===== src/sv/stc_pkg.sv =====
// Package for the square tone channel with sweep: transfer types, event and
// register codes, the duty pattern table and the sweep frequency calculation.
// No dependencies.
package stc_pkg;

  typedef enum logic [2:0] {
    MODE_WRITE    = 3'd0,
    MODE_TICK     = 3'd1,
    MODE_LENGTH   = 3'd2,
    MODE_SWEEP    = 3'd3,
    MODE_ENVELOPE = 3'd4,
    MODE_POWER_ON = 3'd5
  } mode_e;

  typedef enum logic [2:0] {
    REG_SWEEP     = 3'd0,
    REG_DUTY_LEN  = 3'd1,
    REG_ENVELOPE  = 3'd2,
    REG_PERIOD_LO = 3'd3,
    REG_PERIOD_HI = 3'd4
  } reg_e;

  typedef struct packed {
    logic [2:0] mode;
    logic [2:0] reg_index;
    logic [7:0] write_data;
  } in_item_t;

  typedef struct packed {
    logic [3:0] level;
    logic       channel_on;
    logic       dac_on;
  } out_item_t;

  localparam logic [11:0] TimerBase  = 12'd2048;
  localparam logic [6:0]  LengthFull = 7'd64;

  // One row per duty setting, bit n is the output of sequencer step n.
  localparam logic [3:0][7:0] DutyTable = '{
    8'b0111_1110,
    8'b1110_0001,
    8'b1000_0001,
    8'b1000_0000
  };

  // Next sweep frequency; bit 11 set means the result has overflowed.
  function automatic logic [11:0] sweep_calc(input logic [10:0] freq,
                                             input logic [2:0]  shift,
                                             input logic        down);
    logic [11:0] delta;
    delta = {1'b0, freq >> shift};
    if (down) begin
      sweep_calc = {1'b0, freq} - delta;
    end else begin
      sweep_calc = {1'b0, freq} + delta;
    end
  endfunction

endpackage


===== src/sv/square_tone_channel_with_sweep_unit.sv =====
// Top level of the square tone channel with sweep: event decode, channel state
// and a two-entry output buffer. Depends on stc_pkg.
//
// Each transfer on the input channel carries one event: a write to one of the
// five channel registers, a timer tick, a length clock, a sweep clock followed
// by a length clock, an envelope clock, or power-on. The event is applied to
// the channel state in the cycle in which it is accepted, and one result
// transfer follows, carrying the output level, the channel enable flag and the
// DAC power flag as they stand after the event. A new event may be accepted
// in every cycle in which the input is not stalled, so the sustained rate is
// one event per cycle while results are taken. All of the update work sits
// in a single combinational stage between the state registers and the result
// register; the longest path there is the sweep update, which runs two
// 11-bit shift-and-add steps in series. The result register is backed by a
// skid register, so an event is still taken while one finished result waits
// for the downstream side; input stall is raised only once both hold results.
// The timer advances on every second tick, and the duty sequencer moves on
// one step each time the timer down-counter expires. A sweep period of zero
// disables the sweep clock, and a trigger does not reload the timer counter.
module square_tone_channel_with_sweep_unit
  import stc_pkg::*;
(
  input  logic      clk_i,
  input  logic      rst_ni,
  input  logic      in_valid_i,
  output logic      in_stall_o,
  input  in_item_t  in_data_i,
  output logic      out_valid_o,
  input  logic      out_stall_i,
  output out_item_t out_data_o
);

  // Channel state.
  logic        tick_q,        tick_d;
  logic [11:0] timer_cnt_q,   timer_cnt_d;
  logic [11:0] timer_rld_q,   timer_rld_d;
  logic [1:0]  duty_sel_q,    duty_sel_d;
  logic [2:0]  duty_step_q,   duty_step_d;
  logic [6:0]  len_cnt_q,     len_cnt_d;
  logic        len_en_q,      len_en_d;
  logic [3:0]  env_level_q,   env_level_d;
  logic [2:0]  env_cnt_q,     env_cnt_d;
  logic [2:0]  env_live_q,    env_live_d;
  logic        env_inc_q,     env_inc_d;
  logic [3:0]  start_vol_q,   start_vol_d;
  logic [2:0]  env_saved_q,   env_saved_d;
  logic [2:0]  swp_period_q,  swp_period_d;
  logic [2:0]  swp_shift_q,   swp_shift_d;
  logic        swp_down_q,    swp_down_d;
  logic [2:0]  swp_cnt_q,     swp_cnt_d;
  logic [10:0] swp_shadow_q,  swp_shadow_d;
  logic        swp_active_q,  swp_active_d;
  logic [10:0] period_q,      period_d;
  logic        chan_en_q,     chan_en_d;
  logic        dac_q,         dac_d;

  // Output buffer.
  logic        out_valid_q;
  out_item_t   out_q;
  logic        skid_valid_q;
  out_item_t   skid_q;

  logic        in_accept;
  logic        out_free;
  out_item_t   result;

  // The skid register is the only thing that can block the input side.
  assign in_stall_o = skid_valid_q;
  assign in_accept  = in_valid_i && !skid_valid_q;
  assign out_free   = !out_valid_q || !out_stall_i;

  // Event decode and state update. Each branch follows the order in which the
  // channel applies its sub-steps, so later steps see the earlier results.
  always_comb begin
    logic [11:0] f;
    logic [11:0] f2;
    logic [7:0]  d;

    tick_d       = tick_q;
    timer_cnt_d  = timer_cnt_q;
    timer_rld_d  = timer_rld_q;
    duty_sel_d   = duty_sel_q;
    duty_step_d  = duty_step_q;
    len_cnt_d    = len_cnt_q;
    len_en_d     = len_en_q;
    env_level_d  = env_level_q;
    env_cnt_d    = env_cnt_q;
    env_live_d   = env_live_q;
    env_inc_d    = env_inc_q;
    start_vol_d  = start_vol_q;
    env_saved_d  = env_saved_q;
    swp_period_d = swp_period_q;
    swp_shift_d  = swp_shift_q;
    swp_down_d   = swp_down_q;
    swp_cnt_d    = swp_cnt_q;
    swp_shadow_d = swp_shadow_q;
    swp_active_d = swp_active_q;
    period_d     = period_q;
    chan_en_d    = chan_en_q;
    dac_d        = dac_q;
    f            = '0;
    f2           = '0;
    d            = in_data_i.write_data;

    unique case (in_data_i.mode) inside
      MODE_WRITE: begin
        unique case (in_data_i.reg_index)
          REG_SWEEP: begin
            swp_period_d = d[6:4];
            swp_down_d   = d[3];
            swp_shift_d  = d[2:0];
          end
          REG_DUTY_LEN: begin
            duty_sel_d = d[7:6];
            len_cnt_d  = LengthFull - {1'b0, d[5:0]};
          end
          REG_ENVELOPE: begin
            start_vol_d = d[7:4];
            env_level_d = d[7:4];
            env_inc_d   = d[3];
            env_saved_d = d[2:0];
            env_live_d  = d[2:0];
            env_cnt_d   = d[2:0];
            dac_d       = (d[7:3] != 5'd0);
            if (!dac_d) begin
              chan_en_d = 1'b0;
            end
          end
          REG_PERIOD_LO: begin
            period_d    = {period_q[10:8], d};
            timer_rld_d = TimerBase - {1'b0, period_d};
          end
          REG_PERIOD_HI: begin
            period_d    = {d[2:0], period_q[7:0]};
            timer_rld_d = TimerBase - {1'b0, period_d};
            len_en_d    = d[6];
            if (d[7]) begin
              // Trigger: restart length, envelope and sweep from the registers.
              if (len_cnt_d == 7'd0) begin
                len_cnt_d = LengthFull;
              end
              swp_shadow_d = period_d;
              swp_cnt_d    = swp_period_q;
              env_live_d   = env_saved_q;
              env_cnt_d    = env_saved_q;
              env_level_d  = start_vol_q;
              chan_en_d    = dac_q;
              if ((swp_period_q != 3'd0) || (swp_shift_q != 3'd0)) begin
                swp_active_d = 1'b1;
                f = sweep_calc(period_d, swp_shift_q, swp_down_q);
                if (f[11]) begin
                  chan_en_d    = 1'b0;
                  swp_active_d = 1'b0;
                end
              end else begin
                swp_active_d = 1'b0;
              end
            end
          end
          default: begin
          end
        endcase
      end
      MODE_TICK: begin
        tick_d = ~tick_q;
        if (!tick_d) begin
          timer_cnt_d = timer_cnt_q - 12'd1;
          if (timer_cnt_q == 12'd1) begin
            timer_cnt_d = timer_rld_q;
            duty_step_d = duty_step_q + 3'd1;
          end
        end
      end
      MODE_LENGTH, MODE_SWEEP: begin
        if ((in_data_i.mode == MODE_SWEEP) && swp_active_q && (swp_period_q != 3'd0)) begin
          swp_cnt_d = swp_cnt_q - 3'd1;
          if (swp_cnt_q == 3'd1) begin
            swp_cnt_d = swp_period_q;
            f = sweep_calc(swp_shadow_q, swp_shift_q, swp_down_q);
            if (f[11]) begin
              chan_en_d    = 1'b0;
              swp_active_d = 1'b0;
            end else if (swp_shift_q != 3'd0) begin
              swp_shadow_d = f[10:0];
              period_d     = f[10:0];
              timer_rld_d  = TimerBase - f;
              // The new frequency is checked once more for overflow.
              f2 = sweep_calc(f[10:0], swp_shift_q, swp_down_q);
              if (f2[11]) begin
                chan_en_d    = 1'b0;
                swp_active_d = 1'b0;
              end
            end
          end
        end
        if (len_en_q && (len_cnt_q != 7'd0)) begin
          len_cnt_d = len_cnt_q - 7'd1;
          if (len_cnt_d == 7'd0) begin
            len_en_d  = 1'b0;
            chan_en_d = 1'b0;
          end
        end
      end
      MODE_ENVELOPE: begin
        if (env_live_q != 3'd0) begin
          env_cnt_d = env_cnt_q - 3'd1;
          if (env_cnt_q == 3'd1) begin
            env_cnt_d = env_live_q;
            if (env_inc_q) begin
              if (env_level_q != 4'd15) begin
                env_level_d = env_level_q + 4'd1;
              end
            end else if (env_level_q != 4'd0) begin
              env_level_d = env_level_q - 4'd1;
            end
          end
        end
      end
      MODE_POWER_ON: begin
        duty_step_d = '0;
      end
      default: begin
      end
    endcase
  end

  // The result reflects the state after the event.
  always_comb begin
    result.channel_on = chan_en_d;
    result.dac_on     = dac_d;
    result.level      = (chan_en_d && DutyTable[duty_sel_d][duty_step_d]) ?
                        env_level_d : 4'd0;
  end

  always_ff @(posedge clk_i or negedge rst_ni) begin
    if (!rst_ni) begin
      tick_q       <= 1'b0;
      timer_cnt_q  <= 12'd1;
      timer_rld_q  <= TimerBase;
      duty_sel_q   <= '0;
      duty_step_q  <= '0;
      len_cnt_q    <= LengthFull;
      len_en_q     <= 1'b0;
      env_level_q  <= '0;
      env_cnt_q    <= '0;
      env_live_q   <= '0;
      env_inc_q    <= 1'b0;
      start_vol_q  <= '0;
      env_saved_q  <= '0;
      swp_period_q <= '0;
      swp_shift_q  <= '0;
      swp_down_q   <= 1'b0;
      swp_cnt_q    <= '0;
      swp_shadow_q <= '0;
      swp_active_q <= 1'b0;
      period_q     <= '0;
      chan_en_q    <= 1'b0;
      dac_q        <= 1'b0;
    end else if (in_accept) begin
      tick_q       <= tick_d;
      timer_cnt_q  <= timer_cnt_d;
      timer_rld_q  <= timer_rld_d;
      duty_sel_q   <= duty_sel_d;
      duty_step_q  <= duty_step_d;
      len_cnt_q    <= len_cnt_d;
      len_en_q     <= len_en_d;
      env_level_q  <= env_level_d;
      env_cnt_q    <= env_cnt_d;
      env_live_q   <= env_live_d;
      env_inc_q    <= env_inc_d;
      start_vol_q  <= start_vol_d;
      env_saved_q  <= env_saved_d;
      swp_period_q <= swp_period_d;
      swp_shift_q  <= swp_shift_d;
      swp_down_q   <= swp_down_d;
      swp_cnt_q    <= swp_cnt_d;
      swp_shadow_q <= swp_shadow_d;
      swp_active_q <= swp_active_d;
      period_q     <= period_d;
      chan_en_q    <= chan_en_d;
      dac_q        <= dac_d;
    end
  end

  // Output buffer control. The skid register only fills while the result
  // register is full and stalled, and drains first once it frees up.
  always_ff @(posedge clk_i or negedge rst_ni) begin
    if (!rst_ni) begin
      out_valid_q  <= 1'b0;
      skid_valid_q <= 1'b0;
    end else if (out_free) begin
      out_valid_q  <= skid_valid_q || in_accept;
      skid_valid_q <= 1'b0;
    end else if (in_accept) begin
      skid_valid_q <= 1'b1;
    end
  end

  always_ff @(posedge clk_i) begin
    if (out_free) begin
      out_q <= skid_valid_q ? skid_q : result;
    end else if (in_accept) begin
      skid_q <= result;
    end
  end

  assign out_valid_o = out_valid_q;
  assign out_data_o  = out_q;

  // The skid register never holds a result while the result register is empty.
  a_skid_needs_out : assert property (@(posedge clk_i) disable iff (!rst_ni)
    skid_valid_q |-> out_valid_q)
    else $error("skid register full while result register empty");

  // An event accepted while the result register is blocked lands in the skid.
  a_stalled_accept_to_skid : assert property (@(posedge clk_i) disable iff (!rst_ni)
    (in_accept && out_valid_q && out_stall_i) |=> skid_valid_q)
    else $error("accepted event lost while output stalled");

  // The channel can only be enabled while the DAC is powered.
  a_chan_needs_dac : assert property (@(posedge clk_i) disable iff (!rst_ni)
    chan_en_q |-> dac_q)
    else $error("channel enabled with DAC off");

  // A non-zero level is only ever reported for an enabled channel.
  a_level_needs_chan : assert property (@(posedge clk_i) disable iff (!rst_ni)
    (out_valid_o && (out_data_o.level != 4'd0)) |-> out_data_o.channel_on)
    else $error("level reported for a disabled channel");

endmodule


===== config.mk =====
export PLATFORM = sky130hd
export DESIGN_NAME = square_tone_channel_with_sweep_unit
export DESIGN_NICKNAME = d
export VERILOG_FILES = /design/src/sv/stc_pkg.sv /design/src/sv/square_tone_channel_with_sweep_unit.sv
export SDC_FILE = /design/constraint.sdc
export NUM_CORES = 1
export LEC_CHECK = 0
export BUFFER_PORTS_ARGS = -buffer_cell sky130_fd_sc_hd__buf_2
export CORE_MARGIN = 4
export CORE_UTILIZATION = 41
export CTS_CLUSTER_SIZE = 40
export DETAILED_ROUTE_END_ITERATION = 6
export GPL_TIMING_DRIVEN = 0
export SETUP_SLACK_MARGIN = 0.1
export SYNTH_ARGS = -nofsm -noshare
export SYNTH_HDL_FRONTEND = slang
export SYNTH_SLANG_ARGS = --single-unit

===== constraint.sdc =====
create_clock -name clk_i -period 10.15 [get_ports clk_i]
set_input_delay 3.045 -clock clk_i [delete_from_list [all_inputs] [get_ports clk_i]]
set_output_delay 3.045 -clock clk_i [all_outputs]
set_load 0.02 [all_outputs]

==> flow_metrics.tcl <==
set metrics [dict create \
    synth.most_common_cell "nand2_1" \
    globalRoute.totalOverflow 0 \
    drive_above_1_share_pct 10.18 \
    ios 26 \
    synthTopCellsByArea "dfrtp_1 24%, ha_1 6.4%, nand2_1 6.2%" \
    synth_top_area_share_pct 23.95 \
    area_delta_synth_final_pct 8.248 \
    first_global_vias 8408 \
    cts_buffer_depth 2 \
    clk_pin_slew_ps 70 \
    ys_seq_elements 105 \
    synth_largest_area_cell "dfrtp_1" \
    grt_pass1_wl_um 46690 \
    ys_seq_area_share_pct 28.62 \
    holdBufCountCts 0 \
    slowest_stage "a211oi_1" \
    clock_latency_ps 360 \
    slew_violations 0 \
    wire_per_inst_um 19.19 \
    vias 9065 \
    status "complete, no violations" \
    worst_setup_path_start_kind "register" \
    grt_max_degree 64 \
    regArea_um2 2691 \
    synthArstFlopShare_pct 88.57 \
    finalInstanceArea_um2 10180 \
    cts_resized 0 \
    die-height_um 159.5 \
    clock_sinks 105 \
    peakVddDrop_v 0.0001316 \
    yosys_warnings 0 \
    avgSynthCellArea_um2 7.957 \
    power_density_nw_per_um2 289.4 \
    fin_tns_setup_ps 0 \
    track_usage_pct 22.39 \
    synth_edf_count 12 \
    leakage_nw 4.154 \
    setup_ws_ps 953.5 \
    multi_input_area_um2 6246 \
    dieArea_um2 25430 \
    syn-num-nets 1249 \
    drtIter0Drc 912 \
    pre_cts_ws_ps 1271 \
    cts_tree "yes" \
    antenna_cells 0 \
    post-route-period-util_pct 90.61 \
    gp_congestion 0.9810 \
    placed_area_um2 9887 \
    drc 0 \
    synthFlopType "dfrtp_1" \
    dp_hpwl_um 22030 \
    cp-end-kind "register" \
    core-area_um2 22570 \
    syn_inst 1182 \
    hold_viol_final 0 \
    fillers 2310 \
    nets 1280 \
    slew_headroom_pct 26.29 \
    numPortBuffers 19 \
    whs_ps 480.7 \
    drv_cap 0 \
    cp.arrival_ps 9390 \
    setup_viol 0 \
    syn_area_um2 9405 \
    power.total_mw 2.947 \
    dr.pass1.iters 5 \
    cts_max_level 3 \
    worst-setup-path-type "register to register" \
    critPathMaxFanout 10 \
    die_width_um 159.5 \
    antenna_found_initial 0 \
    row_count 55 \
    tightest_slew_ps 1097 \
    wirelength_um 28840 \
    required_ps 10350 \
    via_per_inst 6.031 \
    cts_setup_buffers 0 \
    cpPeakStageDelay_ps 690 \
    fmax_mhz 108.7 \
    initial_core_util_pct 41.67 \
    synth_common_cells "155 x nand2_1, 128 x nor2_1, 98 x a21oi_1, 90 x dfrtp_1, 76 x o21ai_0" \
    root_buffer "clkbuf_16" \
    ant_nets 0 \
    rsz0062_at_grt "no" \
    fin_worst_skew_ps 10.40 \
    period_needed_ps 9196 \
    cts-buffers-inserted 9 \
    yosysUniqueCellTypes 94 \
    holdCritPathClass "register to register" \
]
-- metrics by stage --
step / instances / utilization (%)
finish: 1503 / 45.11
floorplan: 1182 / -
global placement: 1486 / 43.67
detailed placement: 1487 / 43.80
CTS: 1503 / 45.11
global route: 1503 / 45.11
-- per-layer routing --
layer / share of wire (%) / global-route usage (%) / wire length [um]
met3: 7.2 / 4.556 / 2075
met1: 48 / 33.66 / 13790
met4: 2.1 / 6.193 / 599
met5: 0 / 0 / 0
met2: 43 / 32.51 / 12370
-- final timing paths --
kind                             endpoint           start  cells after the start  slack [ps]
setup / recovery                skid_q[4]  swp_shift_q[2]                     33         950
hold / removal              duty_sel_q[1]   duty_sel_q[1]                      2         480
setup reg to reg                skid_q[4]  swp_shift_q[2]                     33         950
hold reg to reg             duty_sel_q[1]   duty_sel_q[1]                      2         480
max in group asynchronous    len_cnt_q[6]          rst_ni                      2        6820
min in group asynchronous  timer_cnt_q[3]          rst_ni                      1        2630
-- sequential cells by signal, summed over array words and instances (netlist names), 6 cells and up --
| name | cells |
|---|---|
| timer_cnt_q | 12 |
| timer_rld_q | 12 |
| period_q | 11 |
| swp_shadow_q | 11 |
| len_cnt_q | 7 |
| out_data_o | 6 |
| skid_q | 6 |
-- cells by family after synthesis --
logic type	after synthesis	share of synthesized area (%)
DFF	105	28.62
AOI/OAI and AO/OA	355	24.80
and+or+nand+nor	447	22.26
muxes	64	8.288
adders and majority gates	49	6.598
buffers and inverters	114	4.975
xor gates and xnor gates	48	4.470
-- placed cells by master, fill, tap and decap left out, types with 10 or more instances in the layout --
master	count
nor3_1	31
o211ai_1	11
buf_2	32
o21ai_0	76
nand2_1	155
nor2_1	128
and2_1	11
inv_1	41
a22oi_1	12
mux2i_1	25
nor2b_1	15
edfxtp_1	12
clkbuf_1	47
nand2b_1	12
xor2_1	24
mux2_2	31
a31oi_1	28
o21a_1	10
and3_1	15
a211oi_1	13
dfrtp_1	90
a21oi_1	98
ha_1	48
a21o_1	11
xnor2_1	24
nand3_1	30
-- area by class of cell --
cell class	instances	share of cell area, %
buffer	71	3.011
tap	285	3.503
timing repair buffer	20	1.229
sequential	105	26.43
clock buffer	10	2.249
multi-input combinational	963	61.35
inverter	43	1.585
clock inverter	6	0.6391
-- critical path: cells and delay by family, from the launching register on --
kind | cells | cell delay [ps]
buffers and inverters | 7 | 2220
xor gates and xnor gates | 2 | 340
and+or+nand+nor | 6 | 1120
adders and majority gates | 3 | 970
muxes | 1 | 360
AOI/OAI and AO/OA | 14 | 3630
DFF | 1 | 360
-- power breakdown --
part | switching, mW | internal, mW
Sequential | 0.119 | 0.535
Combinational | 1.20 | 0.735
Clock | 0.165 | 0.193
Total | 1.48 | 1.46
No activity file was read; power rests on OpenSTA's default activity.
